[config.mk]
export PLATFORM = sky130hd
export DESIGN_NAME = base64_url_stream_decoder
export DESIGN_NICKNAME = d
export VERILOG_FILES = /design/src/rtl/b64d_pkg.sv /design/src/rtl/b64d_front.sv /design/src/rtl/b64d_queue.sv /design/src/rtl/b64d_back.sv /design/src/rtl/base64_url_stream_decoder.sv
export SDC_FILE = /design/constraint.sdc
export NUM_CORES = 1
export LEC_CHECK = 0
export BUFFER_PORTS_ARGS = -buffer_cell sky130_fd_sc_hd__buf_2
export CORE_MARGIN = 2
export CORE_UTILIZATION = 65
export DETAILED_ROUTE_END_ITERATION = 16
export PLACE_DENSITY = 0.82
export SLEW_MARGIN = 20
export SYNTH_ARGS = -nofsm -noshare
export SYNTH_HDL_FRONTEND = slang
export SYNTH_HIERARCHICAL = 1
export SYNTH_SLANG_ARGS = --single-unit
export TNS_END_PERCENT = 10
[constraint.sdc]
create_clock -name clk -period 11.15 [get_ports clk]
set_input_delay 1.115 -clock clk [delete_from_list [all_inputs] [get_ports clk]]
set_output_delay 1.115 -clock clk [all_outputs]
set_load 0.1 [all_outputs]
[src/rtl/b64d_pkg.sv]
// Shared constants, types and the character map of the base64 stream decoder.
package b64d_pkg;

    localparam int COUNT_WIDTH = 16;
    localparam int TOTAL_WIDTH = COUNT_WIDTH + 1;
    localparam int LIMIT_WIDTH = 16;
    localparam int RESULT_COUNT_WIDTH = 17;
    localparam int QUEUE_DEPTH = 4;
    localparam int QPTR_WIDTH = $clog2(QUEUE_DEPTH);
    localparam int QCOUNT_WIDTH = $clog2(QUEUE_DEPTH + 1);

    localparam logic [0:0] REG_URL_MODE = 1'd0;
    localparam logic [0:0] REG_OUTPUT_LIMIT = 1'd1;
    localparam logic [LIMIT_WIDTH-1:0] LIMIT_RESET = 16'hFFFF;

    localparam logic [6:0] PAD_CODE = 7'd64;
    localparam logic [6:0] BAD_CODE = 7'd65;

    localparam logic [7:0] CH_DASH = 8'h2D;
    localparam logic [7:0] CH_UNDER = 8'h5F;
    localparam logic [7:0] CH_PLUS = 8'h2B;
    localparam logic [7:0] CH_SLASH = 8'h2F;
    localparam logic [7:0] CH_PAD = 8'h3D;
    localparam logic [7:0] CH_END = 8'h00;

    // One unit of work for the result side: up to three bytes, then an optional done.
    typedef struct packed {
        logic [7:0] b0;
        logic [7:0] b1;
        logic [7:0] b2;
        logic [1:0] nbytes;
        logic done;
        logic [RESULT_COUNT_WIDTH-1:0] count;
    } job_t;

    function automatic logic [6:0] map_char(input logic [7:0] c, input logic url);
        logic [6:0] code;
        code = BAD_CODE;
        if (c >= 8'h41 && c <= 8'h5A)
        begin
            code = 7'(c - 8'h41);
        end
        else if (c >= 8'h61 && c <= 8'h7A)
        begin
            code = 7'(c - 8'h61 + 8'd26);
        end
        else if (c >= 8'h30 && c <= 8'h39)
        begin
            code = 7'(c - 8'h30 + 8'd52);
        end
        else if (c == CH_PAD)
        begin
            code = PAD_CODE;
        end
        else if (url && c == CH_DASH)
        begin
            code = 7'd62;
        end
        else if (url && c == CH_UNDER)
        begin
            code = 7'd63;
        end
        else if (!url && c == CH_PLUS)
        begin
            code = 7'd62;
        end
        else if (!url && c == CH_SLASH)
        begin
            code = 7'd63;
        end
        return code;
    endfunction

endpackage

[src/rtl/b64d_front.sv]
// Front end: takes characters, keeps the group and limit state, and issues jobs.
module b64d_front (
    input  logic                                clk,
    input  logic                                rst_n,
    input  logic                                push,
    input  logic                                q_full,
    input  logic [7:0]                          char_code,
    input  logic                                wr_en,
    input  logic [0:0]                          wr_index,
    input  logic [b64d_pkg::LIMIT_WIDTH-1:0]    wr_data,
    output logic                                job_push,
    output b64d_pkg::job_t                      job
);

    logic                                   url_mode_reg;
    logic [b64d_pkg::LIMIT_WIDTH-1:0]       limit_reg;
    logic [5:0]                             store_reg [3];
    logic [1:0]                             group_reg, group_next;
    logic [b64d_pkg::COUNT_WIDTH-1:0]       room_reg, room_next;
    logic [b64d_pkg::TOTAL_WIDTH-1:0]       total_reg, total_next;
    logic                                   drain_reg, drain_next;

    logic                                   accept;
    logic [6:0]                             code;
    logic [5:0]                             s3;
    logic [1:0]                             nb_group;
    logic [1:0]                             nb;
    logic [b64d_pkg::TOTAL_WIDTH-1:0]       total_sum;
    logic [b64d_pkg::COUNT_WIDTH-1:0]       nb_ext;
    logic [b64d_pkg::COUNT_WIDTH-1:0]       room_charged;
    logic [b64d_pkg::COUNT_WIDTH-1:0]       room_load;
    logic                                   store_we;

    assign accept = push && !q_full;
    assign code = b64d_pkg::map_char(char_code, url_mode_reg);
    assign room_load = b64d_pkg::COUNT_WIDTH'(limit_reg);

    always_comb
    begin
        group_next = group_reg;
        room_next = room_reg;
        total_next = total_reg;
        drain_next = drain_reg;
        store_we = 1'b0;
        nb = 2'd0;
        job_push = 1'b0;
        s3 = 6'd0;

        // A full group uses the current character as its fourth sextet.
        if (code != b64d_pkg::PAD_CODE && code != b64d_pkg::BAD_CODE && group_reg == 2'd3)
        begin
            s3 = code[5:0];
            nb_group = 2'd3;
        end
        else
        begin
            nb_group = (group_reg > 2'd1) ? group_reg - 2'd1 : 2'd0;
        end

        job.b0 = {store_reg[0], store_reg[1][5:4]};
        job.b1 = {store_reg[1][3:0], store_reg[2][5:2]};
        job.b2 = {store_reg[2][1:0], s3};
        job.done = 1'b0;

        total_sum = b64d_pkg::TOTAL_WIDTH'(total_reg + b64d_pkg::TOTAL_WIDTH'(nb_group));
        nb_ext = b64d_pkg::COUNT_WIDTH'(nb_group);
        room_charged = (nb_ext >= room_reg) ? '0 : room_reg - nb_ext;
        job.count = b64d_pkg::RESULT_COUNT_WIDTH'(total_reg);

        if (accept)
        begin
            priority if (drain_reg)
            begin
                if (char_code == b64d_pkg::CH_END)
                begin
                    drain_next = 1'b0;
                    group_next = 2'd0;
                    total_next = '0;
                    room_next = room_load;
                end
            end
            else if (char_code == b64d_pkg::CH_END)
            begin
                // Standard mode drops a partial group; url mode flushes it.
                nb = url_mode_reg ? nb_group : 2'd0;
                job.done = 1'b1;
                job.count = url_mode_reg ? b64d_pkg::RESULT_COUNT_WIDTH'(total_sum)
                                         : b64d_pkg::RESULT_COUNT_WIDTH'(total_reg);
                group_next = 2'd0;
                total_next = '0;
                room_next = room_load;
                drain_next = 1'b0;
            end
            else if (room_reg == '0)
            begin
                job.done = 1'b1;
                drain_next = 1'b1;
            end
            else if (code == b64d_pkg::BAD_CODE)
            begin
                if (url_mode_reg)
                begin
                    nb = nb_group;
                    total_next = total_sum;
                    group_next = 2'd0;
                    job.done = 1'b1;
                    job.count = b64d_pkg::RESULT_COUNT_WIDTH'(total_sum);
                    drain_next = 1'b1;
                end
            end
            else if (code == b64d_pkg::PAD_CODE || group_reg == 2'd3)
            begin
                nb = nb_group;
                total_next = total_sum;
                room_next = room_charged;
                group_next = 2'd0;
                job.done = (room_charged == '0);
                job.count = b64d_pkg::RESULT_COUNT_WIDTH'(total_sum);
                drain_next = (room_charged == '0);
            end
            else
            begin
                store_we = 1'b1;
                group_next = group_reg + 2'd1;
            end
            job_push = (nb != 2'd0) || job.done;
        end
        job.nbytes = nb;
    end

    always_ff @(posedge clk or negedge rst_n)
    begin
        if (!rst_n)
        begin
            url_mode_reg <= 1'b0;
            limit_reg <= b64d_pkg::LIMIT_RESET;
            group_reg <= 2'd0;
            room_reg <= b64d_pkg::COUNT_WIDTH'(b64d_pkg::LIMIT_RESET);
            total_reg <= '0;
            drain_reg <= 1'b0;
        end
        else if (wr_en)
        begin
            if (wr_index == b64d_pkg::REG_URL_MODE)
            begin
                url_mode_reg <= wr_data[0];
            end
            else
            begin
                limit_reg <= wr_data;
                room_reg <= b64d_pkg::COUNT_WIDTH'(wr_data);
            end
        end
        else
        begin
            group_reg <= group_next;
            room_reg <= room_next;
            total_reg <= total_next;
            drain_reg <= drain_next;
        end
    end

    always_ff @(posedge clk)
    begin
        if (store_we)
        begin
            store_reg[group_reg] <= code[5:0];
        end
    end

endmodule

[src/rtl/b64d_queue.sv]
// Short job queue that decouples the character side from the result side.
module b64d_queue (
    input  logic            clk,
    input  logic            rst_n,
    input  logic            q_push,
    input  b64d_pkg::job_t  q_wdata,
    output logic            q_full,
    input  logic            q_pop,
    output b64d_pkg::job_t  q_rdata,
    output logic            q_empty
);

    b64d_pkg::job_t                        entry_reg [b64d_pkg::QUEUE_DEPTH];
    logic [b64d_pkg::QPTR_WIDTH-1:0]       wr_ptr_reg, rd_ptr_reg;
    logic [b64d_pkg::QCOUNT_WIDTH-1:0]     count_reg, count_next;

    assign q_full = (count_reg == b64d_pkg::QCOUNT_WIDTH'(b64d_pkg::QUEUE_DEPTH));
    assign q_empty = (count_reg == '0);
    assign q_rdata = entry_reg[rd_ptr_reg];

    always_comb
    begin
        count_next = count_reg;
        unique case ({q_push, q_pop})
            2'b10: count_next = count_reg + 1'b1;
            2'b01: count_next = count_reg - 1'b1;
            default: count_next = count_reg;
        endcase
    end

    always_ff @(posedge clk or negedge rst_n)
    begin
        if (!rst_n)
        begin
            wr_ptr_reg <= '0;
            rd_ptr_reg <= '0;
            count_reg <= '0;
        end
        else
        begin
            if (q_push)
            begin
                wr_ptr_reg <= wr_ptr_reg + 1'b1;
            end
            if (q_pop)
            begin
                rd_ptr_reg <= rd_ptr_reg + 1'b1;
            end
            count_reg <= count_next;
        end
    end

    always_ff @(posedge clk)
    begin
        if (q_push)
        begin
            entry_reg[wr_ptr_reg] <= q_wdata;
        end
    end

    a_no_push_when_full: assert property (@(posedge clk) disable iff (!rst_n)
        q_full |-> !q_push)
        else $error("job queue written while full");

    a_no_pop_when_empty: assert property (@(posedge clk) disable iff (!rst_n)
        q_empty |-> !q_pop)
        else $error("job queue read while empty");

endmodule

[src/rtl/b64d_back.sv]
// Back end: unrolls each job into byte results and a closing done result.
module b64d_back (
    input  logic                                        clk,
    input  logic                                        rst_n,
    input  logic                                        q_empty,
    input  b64d_pkg::job_t                              q_rdata,
    output logic                                        q_pop,
    input  logic                                        pop,
    output logic                                        empty,
    output logic [7:0]                                  out_byte,
    output logic                                        byte_valid,
    output logic                                        done_res,
    output logic [b64d_pkg::RESULT_COUNT_WIDTH-1:0]     decoded_count,
    output logic                                        last_of_run
);

    b64d_pkg::job_t     cur_reg, cur_next;
    logic               valid_reg, valid_next;
    logic [1:0]         idx_reg, idx_next;
    logic               is_byte;
    logic               last;
    logic               take;
    logic [7:0]         sel_byte;

    assign is_byte = (idx_reg < cur_reg.nbytes);
    assign last = cur_reg.done ? (idx_reg == cur_reg.nbytes)
                               : (idx_reg == cur_reg.nbytes - 2'd1);
    assign take = pop && valid_reg;
    assign q_pop = !q_empty && (!valid_reg || (take && last));

    always_comb
    begin
        unique case (idx_reg)
            2'd0: sel_byte = cur_reg.b0;
            2'd1: sel_byte = cur_reg.b1;
            default: sel_byte = cur_reg.b2;
        endcase
    end

    assign empty = !valid_reg;
    assign out_byte = is_byte ? sel_byte : 8'd0;
    assign byte_valid = is_byte;
    assign done_res = !is_byte;
    assign decoded_count = is_byte ? '0 : cur_reg.count;
    assign last_of_run = last;

    always_comb
    begin
        cur_next = cur_reg;
        valid_next = valid_reg;
        idx_next = idx_reg;
        priority if (q_pop)
        begin
            cur_next = q_rdata;
            valid_next = 1'b1;
            idx_next = 2'd0;
        end
        else if (take && last)
        begin
            valid_next = 1'b0;
            idx_next = 2'd0;
        end
        else if (take)
        begin
            idx_next = idx_reg + 2'd1;
        end
    end

    always_ff @(posedge clk or negedge rst_n)
    begin
        if (!rst_n)
        begin
            valid_reg <= 1'b0;
            idx_reg <= 2'd0;
        end
        else
        begin
            valid_reg <= valid_next;
            idx_reg <= idx_next;
        end
    end

    always_ff @(posedge clk)
    begin
        cur_reg <= cur_next;
    end

    a_job_not_empty: assert property (@(posedge clk) disable iff (!rst_n)
        valid_reg |-> (cur_reg.done || cur_reg.nbytes != 2'd0))
        else $error("job with no results reached the result side");

    a_idx_in_range: assert property (@(posedge clk) disable iff (!rst_n)
        valid_reg |-> (idx_reg <= cur_reg.nbytes))
        else $error("result index ran past its job");

    a_run_continues: assert property (@(posedge clk) disable iff (!rst_n)
        (take && !last) |=> valid_reg)
        else $error("job dropped before its last result");

endmodule

[src/rtl/base64_url_stream_decoder.sv]
// Top level of the streaming base64 / base64url decoder.
// One character request is accepted per clock while the four-entry job queue has room;
// a character is classified and its group state updated in the cycle it is accepted, unless
// a register write comes in that cycle; each group, pad, invalid character or terminator that
// has something to report becomes one job. The result side serves one request per clock
// while pop is held and results are waiting; a job gives up to three bytes and a done result,
// and four characters of a full group give three byte results. A result passes through a
// queue entry and then the result-side job register. There is no clearing pass after reset.
module base64_url_stream_decoder (
    input  logic                                        clk,
    input  logic                                        rst_n,
    input  logic                                        push,
    output logic                                        full,
    input  logic [7:0]                                  char_code,
    input  logic                                        wr_en,
    input  logic [0:0]                                  wr_index,
    input  logic [b64d_pkg::LIMIT_WIDTH-1:0]            wr_data,
    output logic                                        empty,
    input  logic                                        pop,
    output logic [7:0]                                  out_byte,
    output logic                                        byte_valid,
    output logic                                        done_res,
    output logic [b64d_pkg::RESULT_COUNT_WIDTH-1:0]     decoded_count,
    output logic                                        last_of_run
);

    logic               job_push;
    b64d_pkg::job_t     job_in;
    b64d_pkg::job_t     job_out;
    logic               q_full;
    logic               q_empty;
    logic               q_pop;

    assign full = q_full;

    b64d_front u_front (
        .clk       (clk),
        .rst_n     (rst_n),
        .push      (push),
        .q_full    (q_full),
        .char_code (char_code),
        .wr_en     (wr_en),
        .wr_index  (wr_index),
        .wr_data   (wr_data),
        .job_push  (job_push),
        .job       (job_in)
    );

    b64d_queue u_queue (
        .clk     (clk),
        .rst_n   (rst_n),
        .q_push  (job_push),
        .q_wdata (job_in),
        .q_full  (q_full),
        .q_pop   (q_pop),
        .q_rdata (job_out),
        .q_empty (q_empty)
    );

    b64d_back u_back (
        .clk           (clk),
        .rst_n         (rst_n),
        .q_empty       (q_empty),
        .q_rdata       (job_out),
        .q_pop         (q_pop),
        .pop           (pop),
        .empty         (empty),
        .out_byte      (out_byte),
        .byte_valid    (byte_valid),
        .done_res      (done_res),
        .decoded_count (decoded_count),
        .last_of_run   (last_of_run)
    );

endmodule
# --- Word level (Yosys, flattened, before mapping) ---
# Memory sizes are Yosys's and may differ from the RTL's. A register that Yosys moved wholly into a read port is not among the register bits.
# Index checks and enable logic that the tools add are counted.
totals:
  regBits: 63
  ram_bits: 194
  inputBits: 30
  out_inout_bits: 30
  wordCells: 181
  n_memories: 2
memory_table:
  columns: ["memory", "words", "word_bits", "read_ports", "rd_clocked_by_memory_dff", "wr", "line", "rtl"]
  rows:
  - ["u_queue.entry_reg", 4, 44, 1, 1, 1, "b64d_queue.sv:13", "b64d_pkg::job_t entry_reg [b64d_pkg::QUEUE_DEPTH];"]
  - ["u_front.store_reg", 3, 6, 3, 0, 1, "b64d_front.sv:17", "logic [5:0] store_reg [3];"]
classes:
  addsub: 15
  order_cmp: 9
  eq_ne: 23
  mux: 80
  bitwise: 2
  reduce_logical: 39
ops:
  columns: ["cell", "count"]
  rows:
  - ["$mux 16", 10]
  - ["$mux 17", 9]
  - ["$mux 18", 7]
  - ["$mux 7", 8]
  - ["$mux 2", 20]
  - ["$eq 8x6->1 const B", 4]
  - ["$logic_not 16->1", 2]
  - ["$mux 1", 22]
  - ["$add 17x2->17", 1]
  - ["$ge 2x16->1", 1]
  - ["$ge 8x7->1 const B", 2]
  - ["$le 8x7->1 const B", 2]
  - ["$pmux 8 s2", 1]
  - ["$sub 16x2->16", 1]
  - ["$eq 7x7->1 const B", 2]
  - ["$ne 7x7->1 const B", 2]
  - ["$sub 7x7->7 const B", 2]
  - ["$logic_and 1x1->1", 13]
  - ["$reduce_and 5->1", 2]
  - ["$reduce_bool 3->1", 3]
  - ["$add 2x1->2 const B", 4]
  - ["$eq 8x7->1 const B", 1]
  - ["$ge 8x6->1 const B", 1]
  - ["$le 8x6->1 const B", 1]
  - ["other kinds (29)", 47]

# --- Longest topological paths before layout ---
# Gate-level depths: netlist of the first run.
depth:
  word_depth: 27
  depth_mapped: 28
  depth_no_buf: 26

# --- By module ---
# Netlist of the first run, hierarchy kept.
by_module_without_submodules:
  columns: ["module", "n_inst", "cells_per_inst", "area_each_um2", "seq_area_each_um2"]
  rows:
  - ["b64d_queue", 1, 267, 6809.0, 5460.2]
  - ["b64d_front", 1, 683, 5565.3, 1906.8]
  - ["b64d_back", 1, 119, 1865.5, 1396.3]

# --- Least setup slack after synthesis of the first run ---
# OpenSTA, ideal clock, no wires.
synth_path:
  path_kind: "input to register"
  start: "input port char_code[1]"
  end: "memory u_queue/entry_reg[0][0] (netlist bit), enable pin"
  setup_time_ps: 406
  arrival_ps: 6249
  t_required_ps: 10744
  slack_ps: 4495
  path_stages: 22
  n_path_buf: 2
  path_cell_list: "clkbuf_1 > inv_1 > ha_1 > nor2b_4 > o21ai_0 > nand3_1 > nand4_1 > a21oi_1 > inv_1 > ha_1 > inv_1 > fa_1 > or4_1 > clkbuf_1 > o31ai_1 > o41ai_1 > o21ai_0 > a31oi_1 > o31ai_2 > a211oi_1 > o21ai_1 > and2_1"
synth_via:
  elab_chain_len: 27
  word_cells_on_any_way: 62
  cone_classes: "add/sub (6); order compare (7); eq/ne (9); mux (26); reduce/logical (14)"
synth_lines:
  columns: ["item", "line", "rtl"]
  rows:
  - ["from (decl)", "base64_url_stream_decoder.sv:14", "input logic [7:0] char_code,"]
  - ["branches (longest 23 deep; another with $sub 16x2->16)", null, null]
  - ["$logic_or 1x1->1 (*)", "b64d_front.sv:126", "job_push = (nb != 2'd0) || job.done;"]
  - ["$mux 1 (*)", "b64d_front.sv:70", "if (accept)"]
  - ["net job_push", "base64_url_stream_decoder.sv:27", "logic job_push;"]
  - ["$mux 1 (*)", "b64d_queue.sv:55", "if (q_push)"]
  - ["$mux 1 (implied by the code) (*)", "b64d_queue.sv:57", "entry_reg[wr_ptr_reg] <= q_wdata;"]
  - ["to (decl)", "b64d_queue.sv:13", null]
# Mark *: on every way through the listed nets, which the timed path passes. The select of a mux whose other input is x is not followed.

# --- Worst setup path in the final report of the first run ---
layout_path:
  start: "input port char_code[2]"
  end: "memory u_queue/entry_reg[3][16] (netlist bit), enable pin"
# The elaborated chain is that of the path after synthesis.

==> results of run 1 <==
## power groups by stage
stage | combinational [µW] | clock, µW | sequential, µW
floorplan | 1340 | 0 | 1570
global placement | 1510 | 0 | 1630
detailed placement | 1550 | 0 | 1650
CTS | 1580 | 917 | 1630
global route | 1660 | 957 | 1660
finish | 1570 | 905 | 1630
## logic make-up (layout without fill, tap and decap cells)
| family | Yosys count | in the layout | share of synthesized area, % |
|---|---|---|---|
| multiplexers | 52 | 52 | 7.72 |
| AND/OR/NAND/NOR | 292 | 292 | 10.5 |
| XOR/XNOR | 23 | 23 | 1.52 |
| AO/OA/AOI/OAI | 271 | 271 | 12.2 |
| buffers and inverters | 100 | 158 | 3.70 |
| flip-flops | 301 | 301 | 61.5 |
| adder cells (fa/ha/maj) | 30 | 30 | 2.79 |
## cell usage in the layout, fill, tap and decap left out, types with 6 or more instances in the layout
master,synthesis,routed
sky130_fd_sc_hd__edfxtp_1,238,238
sky130_fd_sc_hd__nand2_1,103,103
sky130_fd_sc_hd__o21ai_0,81,81
sky130_fd_sc_hd__a21oi_1,67,67
sky130_fd_sc_hd__buf_2,14,59
sky130_fd_sc_hd__nor2_1,49,49
sky130_fd_sc_hd__mux4_2,38,38
sky130_fd_sc_hd__inv_1,34,34
sky130_fd_sc_hd__dfstp_2,32,32
sky130_fd_sc_hd__clkbuf_16,0,29
sky130_fd_sc_hd__dfrtp_1,31,29
sky130_fd_sc_hd__ha_1,27,27
sky130_fd_sc_hd__nand3_1,25,25
sky130_fd_sc_hd__and2_1,29,25
sky130_fd_sc_hd__o31ai_1,19,19
sky130_fd_sc_hd__a22oi_1,15,15
sky130_fd_sc_hd__xor2_1,15,15
sky130_fd_sc_hd__buf_4,0,12
sky130_fd_sc_hd__and3_1,12,12
sky130_fd_sc_hd__nor3_1,11,11
sky130_fd_sc_hd__o21ai_1,9,9
sky130_fd_sc_hd__a211oi_1,9,9
sky130_fd_sc_hd__nand4_1,8,8
sky130_fd_sc_hd__clkbuf_1,35,7
sky130_fd_sc_hd__nor4_1,7,7
sky130_fd_sc_hd__xnor2_1,7,7
sky130_fd_sc_hd__a31oi_1,7,6
sky130_fd_sc_hd__or2_2,6,6
sky130_fd_sc_hd__or3_1,6,6
sky130_fd_sc_hd__mux4_1,6,6
## worst max-delay path, cell delays in order
cell                       delay, ns
sky130_fd_sc_hd__buf_2          0.20
sky130_fd_sc_hd__inv_1          0.13
sky130_fd_sc_hd__ha_1           0.28
sky130_fd_sc_hd__nor2b_4        0.15
sky130_fd_sc_hd__o21ai_0        0.38
sky130_fd_sc_hd__nand3_1        0.25
sky130_fd_sc_hd__nand4_1        0.20
sky130_fd_sc_hd__a21oi_1        0.11
sky130_fd_sc_hd__inv_1          0.11
sky130_fd_sc_hd__ha_1           0.16
sky130_fd_sc_hd__inv_1          0.05
sky130_fd_sc_hd__fa_1           0.44
sky130_fd_sc_hd__or4_1          0.70
sky130_fd_sc_hd__o31ai_1        0.30
sky130_fd_sc_hd__o41ai_1        0.11
sky130_fd_sc_hd__o21ai_0        0.20
sky130_fd_sc_hd__a31oi_1        0.18
sky130_fd_sc_hd__o31ai_2        0.31
sky130_fd_sc_hd__a211oi_1       0.17
sky130_fd_sc_hd__o21ai_1        0.42
sky130_fd_sc_hd__and2_2         0.62
sky130_fd_sc_hd__buf_4          0.45
## layer usage
| metal | global-route usage [%] | vias up | share of wire (%) |
|---|---|---|---|
| li1 | - | 4161 | - |
| met1 | 38.5 | 4499 | 40 |
| met5 | 0 | - | 0 |
| met4 | 6.85 | 0 | 2.1 |
| met2 | 46.4 | 462 | 50 |
| met3 | 3.62 | 62 | 7.8 |
## worst paths after layout
path	cells past startpoint	startpoint	to	slack, ns
worst min-delay path	2	u_front/limit_reg[4]$_DFFE_PN1P_	u_front/limit_reg[4]$_DFFE_PN1P_	0.48
worst max-delay path	22	char_code[2]	u_queue/entry_reg[3][16]$_DFFE_PP_	4.26
worst min register to register	2	u_front/limit_reg[4]$_DFFE_PN1P_	u_front/limit_reg[4]$_DFFE_PN1P_	0.48
min in group asynchronous	2	rst_n	u_queue/rd_ptr_reg[1]$_DFFE_PN0P_	0.76
max in group asynchronous	2	rst_n	u_queue/rd_ptr_reg[1]$_DFFE_PN0P_	9.75
worst max register to register	19	u_front/url_mode_reg$_DFFE_PN0P_	u_queue/entry_reg[3][16]$_DFFE_PP_	4.72
## layout make-up
| type | count | area (µm²) |
|---|---|---|
| Timing Repair Buffer | 71 | 385 |
| Clock buffer | 40 | 807 |
| Fill cell | 1387 | 6210 |
| Sequential cell | 301 | 8770 |
| Inverter | 34 | 128 |
| Clock inverter | 13 | 77.6 |
| Tap cell | 280 | 350 |
| Multi-Input combinational cell | 668 | 4960 |
## metrics by stage
| step | cell area (µm²) | setup WS [ns] | hold WS, ns | cells | util (%) |
|---|---|---|---|---|---|
| after floorplan | 14200 | 4.49 | 0.451 | 1069 | - |
| after global placement | 14600 | 4.01 | 0.466 | 1354 | 67.3 |
| after detailed placement | 14600 | 3.83 | 0.474 | 1354 | 67.3 |
| after CTS | 15500 | 4.31 | 0.484 | 1407 | 71.4 |
| after global routing | 15500 | 3.69 | 0.496 | 1407 | 71.4 |
| final | 15500 | 4.26 | 0.482 | 1407 | 71.4 |
==> qor.csv, run 1 <==
metric;value;unit
post-synthesis average cell area;13.3;µm²
Clock Tree Root;sky130_fd_sc_hd__clkbuf_16;
TritonCTS Buffers;29;
register clock-pin slew on the reported worst setup and hold paths;0.06;ns
type of the worst setup path;input pin to flip-flop;
final-report max-slew violation count;0;
number of synthesized register bits;301;
number of cell rows;54;
clock net sink count;301;
flip-flop count of the largest register after layout;176;
number of buffers inserted by port buffering;59;
Async S/R FF share, synth;20.9;%
layout overhead on the synthesized area;8.70;%
critical path arrival;7.08;ns
Overall Global Routing Usage;27.4;%
worst endpoint required time;11.34;ns
reported net switching power;1690;µW
pin count of the biggest net entering global routing;64;
die extent in y;152;µm
starting DRC count in detailed routing;1002;
category of the worst setup path launch point;input pin;
post_cts resized;0;
total gr overflow;0;
die outline area;23100;µm²
leakage power of the design;0.00554;µW
synth top area cells;sky130_fd_sc_hd__edfxtp_1, sky130_fd_sc_hd__mux4_2, sky130_fd_sc_hd__dfstp_2;
class of the worst hold path;flip-flop to flip-flop;
Initial Utilization;65.7;%
ratio of final minimum period to clock period;61.8;%
first-pass GRT wire length;50.2;mm
top-count cell post-synth;sky130_fd_sc_hd__edfxtp_1;
max-cap check violation count;0;
gate count of the mapped netlist;1069;
final weighted congestion in routability-driven placement;0.888;
RSZ-0062 raised after global routing;false;
proportion of power drawn by flip-flops and latches;39.8;%
kind of capture point of the worst setup path;flip-flop;
ant diodes;0;
count of buffers added by post-CTS timing repair for setup;0;
mapped cell area;14200;µm²
DRC violations left;0;
timing-limited maximum frequency;145;MHz
power share of the clock group;22.1;%
count of warnings emitted by yosys;6;
number of flops mapped to enable cells by yosys;238;
outcome;finished, final reports clean;
# nets final;1165;
Pint;2420;µW
clock tree from TritonCTS;yes;
CTS max path bufs;3;
net count of the mapped netlist;1129;
transition at the pin with the smallest max-transition slack;0.928;ns
Detailed Routing Iterations Pass 1;6;
Top-Level Pins;60;
Skew-Pair Late Insertion Delay;0.54;ns
number of vias after detailed routing;9184;
Max Clock Skew;0.0177;ns
residual antenna-violating net count after detailed routing;0;
summed negative setup slack over all endpoints;0;ns
largest area contributor in the netlist;sky130_fd_sc_hd__edfxtp_1;
leading register cell type out of synthesis;sky130_fd_sc_hd__edfxtp_1;
Sw Share;41.1;%
top cell types by occurrence after synthesis;sky130_fd_sc_hd__edfxtp_1, sky130_fd_sc_hd__nand2_1, sky130_fd_sc_hd__o21ai_0, sky130_fd_sc_hd__a21oi_1, sky130_fd_sc_hd__nor2_1;
total power after layout;4110;µW
power share of the combinational group;38.1;%
number of global-route vias before repair;9097;
detail-routed via count per cell;6.53;
die width;152;µm
Distinct cells, synth;91;
# hold bufs at CTS;0;
sequential fraction of the synthesis area;61.5;%
power per standard cell area;265;nW/µm²
number of setup violations in the final report;0;
Hold Fails Final Rpt;0;
total detailed-routing wirelength;31.5;mm
final critical path time including I/O delays and setup;6.89;ns
deepest level of the CTS H-tree;1;
detailed-route wire length per cell;22.4;µm
Yosys top cell area share;50.2;%
largest driver fanout on the critical path;23;
number of antenna violations at the first check in global routing;0;
Slew headroom;37.3;%
CORE AREA;21700;µm²
worst vdd ir;177;µV
proportion of layout cells with a drive suffix above 1;20.1;%
HPWL reported at the end of detailed placement;19.9;mm
Note: power is estimated with default switching activity, not from simulation.
==> inputs of run 2 (changes only) <==
ABC_AREA = 1   (was unset)
CORE_UTILIZATION = 63   (was 65)
PLACE_DENSITY = 0.8   (was 0.82)
clock period = 7 ns   (was 11.15 ns; I/O delays follow)
==> qor.csv, run 2 <==
metric;value;unit;change
count of warnings emitted by yosys;6;;unchanged
Initial Utilization;63.6;%;was 65.7%
Skew-Pair Late Insertion Delay;0.55;ns;was 0.54 ns
HPWL reported at the end of detailed placement;22.7;mm;was 19.9 mm
largest area contributor in the netlist;sky130_fd_sc_hd__edfxtp_1;;unchanged
Final Hold Slack;0.345;ns;was 0.482 ns
Worst path slowest cell;sky130_fd_sc_hd__fa_1;;was sky130_fd_sc_hd__or4_1
die width;163;µm;was 152 µm
launch instance of the worst register-to-register path;u_front/url_mode_reg$_DFFE_PN0P_;;unchanged
number of synthesized register bits;301;;unchanged
top cell types by occurrence after synthesis;sky130_fd_sc_hd__nand2_1, sky130_fd_sc_hd__inv_1, sky130_fd_sc_hd__edfxtp_1, sky130_fd_sc_hd__nand3_1, sky130_fd_sc_hd__o211ai_1;;was sky130_fd_sc_hd__edfxtp_1, sky130_fd_sc_hd__nand2_1, sky130_fd_sc_hd__o21ai_0, sky130_fd_sc_hd__a21oi_1, sky130_fd_sc_hd__nor2_1
number of buffers inserted by port buffering;59;;unchanged
min setup slack post-route;1.06;ns;was 4.26 ns
post_cts resized;0;;unchanged
final weighted congestion in routability-driven placement;0.928;;was 0.888
Top-Level Pins;60;;unchanged
total gr overflow;0;;unchanged
CP Launch Point;char_code[2];;unchanged
summed negative setup slack over all endpoints;0;ns;unchanged
proportion of layout cells with a drive suffix above 1;12.6;%;was 20.1%
class of the worst hold path;input pin to async pin;;was flip-flop to flip-flop
leakage power of the design;0.00765;µW;was 0.00554 µW
detail-routed via count per cell;5.62;;was 6.53
number of vias after detailed routing;11700;;was 9184
ratio of final minimum period to clock period;84.8;%;
gate count of the mapped netlist;1699;;was 1069
first-pass GRT wire length;55.9;mm;was 50.2 mm
total detailed-routing wirelength;34.7;mm;was 31.5 mm
die outline area;26400;µm²;was 23100 µm²
Overall Global Routing Usage;26.5;%;was 27.4%
Yosys top cell area share;45.2;%;was 50.2%
Clock Tree Root;sky130_fd_sc_hd__clkbuf_16;;unchanged
total power after layout;6430;µW;was 4110 µW
commonest non-fill, non-tap cell in the layout;sky130_fd_sc_hd__nand2_1;;was sky130_fd_sc_hd__edfxtp_1
longest individual stage delay on the worst path;0.42;ns;was 0.70 ns
Max Clock Skew;0.0125;ns;was 0.0177 ns
clock net sink count;301;;unchanged
number of setup violations in the final report;0;;unchanged
deepest level of the CTS H-tree;1;;unchanged
count of buffers added by post-CTS timing repair for setup;0;;unchanged
synth top area cells;sky130_fd_sc_hd__edfxtp_1, sky130_fd_sc_hd__nand2_1, sky130_fd_sc_hd__inv_1;;was sky130_fd_sc_hd__edfxtp_1, sky130_fd_sc_hd__mux4_2, sky130_fd_sc_hd__dfstp_2
max-cap check violation count;0;;unchanged
register clock-pin slew on the reported worst setup and hold paths;0.06;ns;about the same
critical path arrival;6.39;ns;was 7.08 ns
top-count cell post-synth;sky130_fd_sc_hd__nand2_1;;was sky130_fd_sc_hd__edfxtp_1
# hold bufs at CTS;0;;unchanged
post-synthesis average cell area;9.32;µm²;was 13.3 µm²
leading register cell type out of synthesis;sky130_fd_sc_hd__edfxtp_1;;unchanged
category of the worst setup path launch point;input pin;;unchanged
number of antenna violations at the first check in global routing;0;;unchanged
transition at the pin with the smallest max-transition slack;1.06;ns;was 0.928 ns
layout overhead on the synthesized area;8.33;%;was 8.70%
Distinct cells, synth;55;;was 91
sequential fraction of the synthesis area;55.4;%;was 61.5%
final-report max-slew violation count;0;;unchanged
ant diodes;0;;unchanged
pin count of the biggest net entering global routing;111;;was 64
power per standard cell area;375;nW/µm²;was 265 nW/µm²
type of the worst setup path;input pin to flip-flop;;unchanged
mapped cell area;15800;µm²;was 14200 µm²
starting DRC count in detailed routing;1107;;was 1002
worst vdd ir;626;µV;was 177 µV
number of flops mapped to enable cells by yosys;238;;unchanged
RSZ-0062 raised after global routing;false;;unchanged
worst slack at placement;0.612;ns;was 3.83 ns
timing-limited maximum frequency;168;MHz;
residual antenna-violating net count after detailed routing;0;;unchanged
number of cell rows;58;;was 54
number of global-route vias before repair;11200;;was 9097
CTS max path bufs;3;;unchanged
# nets final;1790;;was 1165
kind of capture point of the worst setup path;flip-flop;;unchanged
die extent in y;163;µm;was 152 µm
Slew headroom;28.9;%;was 37.3%
fin util;68.9;%;was 71.4%
outcome;finished, final reports clean;;unchanged
Detailed Routing Iterations Pass 1;5;;was 6
final critical path time including I/O delays and setup;5.94;ns;
worst endpoint required time;7.46;ns;was 11.34 ns
most prevalent standard cell on the critical path;sky130_fd_sc_hd__nand2_1;;was sky130_fd_sc_hd__inv_1
TritonCTS Buffers;29;;unchanged
net count of the mapped netlist;1759;;was 1129
CORE AREA;24900;µm²;was 21700 µm²
largest driver fanout on the critical path;20;;was 23
detailed-route wire length per cell;16.7;µm;was 22.4 µm
Async S/R FF share, synth;20.9;%;unchanged
DRC violations left;0;;unchanged
highest-count cells in the layout ignoring fill and taps;sky130_fd_sc_hd__nand2_1, sky130_fd_sc_hd__inv_1, sky130_fd_sc_hd__edfxtp_1;;was sky130_fd_sc_hd__edfxtp_1, sky130_fd_sc_hd__nand2_1, sky130_fd_sc_hd__o21ai_0
clock tree from TritonCTS;yes;;unchanged
Hold Fails Final Rpt;0;;unchanged
flip-flop count of the largest register after layout;176;;unchanged
run 2: power by group:
part           leakage, µW  switching [µW]  internal (µW)
combinational      0.00429            1970            534
clock             0.000472             650            902
sequential         0.00290             155           2230
run 2: layout make-up:
| cell class | instances | area (µm²) |
|---|---|---|
| Clock buffer | 35 | 778 |
| Clock inverter | 18 | 176 |
| Fill cell | 1809 | 7740 |
| Inverter | 269 | 1020 |
| Multi-Input combinational cell | 1055 | 5560 |
| Sequential cell | 301 | 8770 |
| Tap cell | 330 | 413 |
| Timing Repair Buffer | 74 | 433 |
run 2: worst paths after layout:
| kind | endpoint | slack (ns) | depth (start not counted) |
|---|---|---|---|
| max in group asynchronous | u_queue/rd_ptr_reg[0]$_DFFE_PN0P_ | 6.01 | 2 |
| min in group clk | u_front/url_mode_reg$_DFFE_PN0P_ | 0.38 | 3 |
| worst min register to register | u_front/room_reg[14]$_DFFE_PN1P_ | 0.48 | 2 |
| worst min-delay path | u_queue/rd_ptr_reg[0]$_DFFE_PN0P_ | 0.35 | 2 |
| worst max-delay path | u_queue/count_reg[1]$_DFFE_PN0P_ | 1.06 | 39 |
| worst max register to register | u_queue/count_reg[1]$_DFFE_PN0P_ | 1.22 | 35 |
run 2: metrics by stage:
step | instances | instance area [µm²]
floorplan | 1699 | 15800
global placement | 2029 | 16200
detailed placement | 2029 | 16200
CTS | 2082 | 17100
global route | 2082 | 17100
finish | 2082 | 17100
run 2: cell families (layout without fill, tap and decap cells):
group | after synthesis | after routing | synth area share [%]
xor gates and xnor gates | 19 | 19 | 1.05
DFF | 301 | 301 | 55.4
and+or+nand+nor | 738 | 738 | 20.4
muxes | 2 | 2 | 0.142
buffers and inverters | 343 | 396 | 9.54
AOI/OAI and AO/OA | 266 | 266 | 11.0
adders and majority gates | 30 | 30 | 2.51
run 2: critical path: cells and delay by family:
family / cells / cell delay (ns)
AOI/OAI and AO/OA: 1 / 0.19
and+or+nand+nor: 25 / 3.29
adders and majority gates: 5 / 1.38
buffers and inverters: 8 / 0.81
run 2: metal layers:
layer / part of all wire, % / GRT usage [%]
met1: 42 / 36.1
met2: 48 / 45.2
met3: 7.5 / 3.18
met4: 2.4 / 8.13
met5: 0 / 0
==> inputs of run 3 (changes only) <==
CORE_UTILIZATION = 56   (was 63)
PLACE_DENSITY = 0.75   (was 0.8)
clock period = 4.99 ns   (was 7 ns; I/O delays follow)
==> qor.csv, run 3 (synthesized netlist as in run 2, its figures left out) <==
metric;value;unit;change
Skew-Pair Late Insertion Delay;0.56;ns;was 0.55 ns
CP bufs+invs;9;;was 8
TritonCTS Buffers;31;;was 29
timing-limited maximum frequency;217;MHz;
power share of the clock group;24.4;%;was 24.1%
leakage power of the design;0.00801;µW;was 0.00765 µW
total of fill cells in the finished design;2281;;was 1809
Detailed Routing Iterations Pass 1;5;;unchanged
max-cap check violation count;0;;unchanged
Initial Utilization;57.0;%;was 63.6%
HPWL reported at the end of detailed placement;23.7;mm;was 22.7 mm
pin count of the biggest net entering global routing;111;;unchanged
min setup slack post-route;0.390;ns;was 1.06 ns
number of cells traversed by the worst register-to-register path;35;;unchanged
detail-routed via count per cell;5.41;;was 5.62
# hold bufs at CTS;0;;unchanged
type of the worst setup path;input pin to flip-flop;;unchanged
number of buffers inserted by port buffering;59;;unchanged
clock net sink count;301;;unchanged
CTS max path bufs;3;;unchanged
fin util;64.7;%;was 68.9%
fin area;18000;µm²;was 17100 µm²
number of global-route vias before repair;11300;;was 11200
final weighted congestion in routability-driven placement;0.900;;was 0.928
total gr overflow;0;;unchanged
commonest non-fill, non-tap cell in the layout;sky130_fd_sc_hd__nand2_1;;unchanged
power per standard cell area;513;nW/µm²;was 375 nW/µm²
Overall Global Routing Usage;24.4;%;was 26.5%
layout overhead on the synthesized area;13.6;%;was 8.33%
number of antenna violations at the first check in global routing;0;;unchanged
detailed-route wire length per cell;16.1;µm;was 16.7 µm
flip-flop count of the largest register after layout;176;;unchanged
die width;172;µm;was 163 µm
DRC violations left;0;;unchanged
outcome;finished, final reports clean;;unchanged
Sw Share;43.1;%;about the same
die outline area;29600;µm²;was 26400 µm²
CORE AREA;27800;µm²;was 24900 µm²
critical path arrival;5.09;ns;was 6.39 ns
Worst path slowest cell;sky130_fd_sc_hd__fa_2;;was sky130_fd_sc_hd__fa_1
worst endpoint required time;5.48;ns;was 7.46 ns
largest driver fanout on the critical path;8;;was 20
number of cell rows;61;;was 58
category of the worst setup path launch point;input pin;;unchanged
deepest level of the CTS H-tree;1;;unchanged
clock tree from TritonCTS;yes;;unchanged
# nets final;1861;;was 1790
dominant delay contributor by cell family on the critical path;simple AND/OR/NAND/NOR gates;;unchanged
starting DRC count in detailed routing;1033;;was 1107
register clock-pin slew on the reported worst setup and hold paths;0.07;ns;was 0.06 ns
kind of capture point of the worst setup path;flip-flop;;unchanged
worst slack at placement;-0.216;ns;was 0.612 ns
reg2reg end;u_queue/count_reg[1]$_DFFE_PN0P_;;unchanged
launch instance of the worst register-to-register path;u_front/url_mode_reg$_DFFE_PN0P_;;unchanged
area post-placement;16900;µm²;was 16200 µm²
proportion of power drawn by flip-flops and latches;36.1;%;was 37.0%
final-report max-slew violation count;0;;unchanged
worst vdd ir;492;µV;was 626 µV
Pint;5250;µW;was 3660 µW
power share of the combinational group;39.5;%;was 38.9%
slack of the worst reg-to-reg path;0.47;ns;was 1.22 ns
die extent in y;172;µm;was 163 µm
final critical path time including I/O delays and setup;4.60;ns;
class of the worst hold path;input pin to async pin;;unchanged
reported net switching power;3980;µW;was 2770 µW
Hold Fails Final Rpt;0;;unchanged
transition at the pin with the smallest max-transition slack;1.05;ns;was 1.06 ns
summed negative setup slack over all endpoints;0;ns;unchanged
proportion of layout cells with a drive suffix above 1;17.3;%;was 12.6%
number of vias after detailed routing;11900;;was 11700
Clock Tree Root;sky130_fd_sc_hd__clkbuf_16;;unchanged
Slew headroom;30.2;%;was 28.9%
highest-count cells in the layout ignoring fill and taps;sky130_fd_sc_hd__nand2_1, sky130_fd_sc_hd__inv_1, sky130_fd_sc_hd__edfxtp_1;;unchanged
residual antenna-violating net count after detailed routing;0;;unchanged
total detailed-routing wirelength;35.5;mm;was 34.7 mm
most prevalent standard cell on the critical path;sky130_fd_sc_hd__nand2_1;;unchanged
first-pass GRT wire length;57.4;mm;was 55.9 mm
ratio of final minimum period to clock period;92.2;%;
longest individual stage delay on the worst path;0.43;ns;was 0.42 ns
number of setup violations in the final report;0;;unchanged
ant diodes;0;;unchanged
Max Clock Skew;0.0189;ns;was 0.0125 ns
Top-Level Pins;60;;unchanged
## run 3: area by class of cell
class	instances	area [µm²]	area share (%)
inverters	269	1040	5.77
flip-flops and latches	301	8770	48.7
multi-input cells	1055	5660	31.5
clock inverters	20	189	1.05
well taps	378	473	2.63
clock buffers	38	802	4.46
repair buffers	143	1050	5.86
## run 3: layer usage
layer	vias up	wire length [µm]	track usage (%)	part of all wire, %
met4	0	562	5.37	1.6
li1	5865	-	-	-
met1	5571	15300	33.7	43
met3	50	2580	3.30	7.3
met2	448	17000	41.3	48
met5	-	0	0	0
## run 3: worst max-delay path by stage
stage / endpoint / start / slack (ns) / cells after the start
after detailed placement: u_queue/count_reg[1]$_DFFE_PN0P_ / char_code[2] / -0.22 / 40
after global placement: u_queue/count_reg[1]$_DFFE_PN0P_ / char_code[2] / -0.07 / 40
after floorplan: u_queue/entry_reg[0][0]$_DFFE_PP_ / char_code[2] / 0.006 / 38
after CTS: u_queue/count_reg[1]$_DFFE_PN0P_ / char_code[2] / 0.34 / 40
after global routing: u_queue/count_reg[2]$_DFFE_PN0P_ / char_code[2] / -0.03 / 44
final: u_queue/count_reg[1]$_DFFE_PN0P_ / char_code[2] / 0.39 / 40
## run 3: stage by stage
stage	hold WS (ns)	instances	total power [µW]
3_3_place_gp	0.463	2144	6900
5_1_grt	0.0465	2204	9690
4_1_cts	0.00277	2202	9230
3_5_place_dp	0.475	2144	6990
2_1_floorplan	0.203	1699	6360
6_report	0.00763	2204	9230
## run 3: power groups by stage
stage | logic [µW] | registers (µW) | clock network (µW)
3_5_place_dp | 3550 | 3440 | 0
6_report | 3650 | 3330 | 2250
4_1_cts | 3560 | 3390 | 2280
3_3_place_gp | 3470 | 3420 | 0
5_1_grt | 3950 | 3360 | 2380
2_1_floorplan | 3100 | 3270 | 0
## run 3: timing repair
| item | CTS | global route |
|---|---|---|
| buffers inserted | 0 | 1 |
| resized for setup | 0 | 22 |
| endpoints found under the setup margin | 0 | 178 |
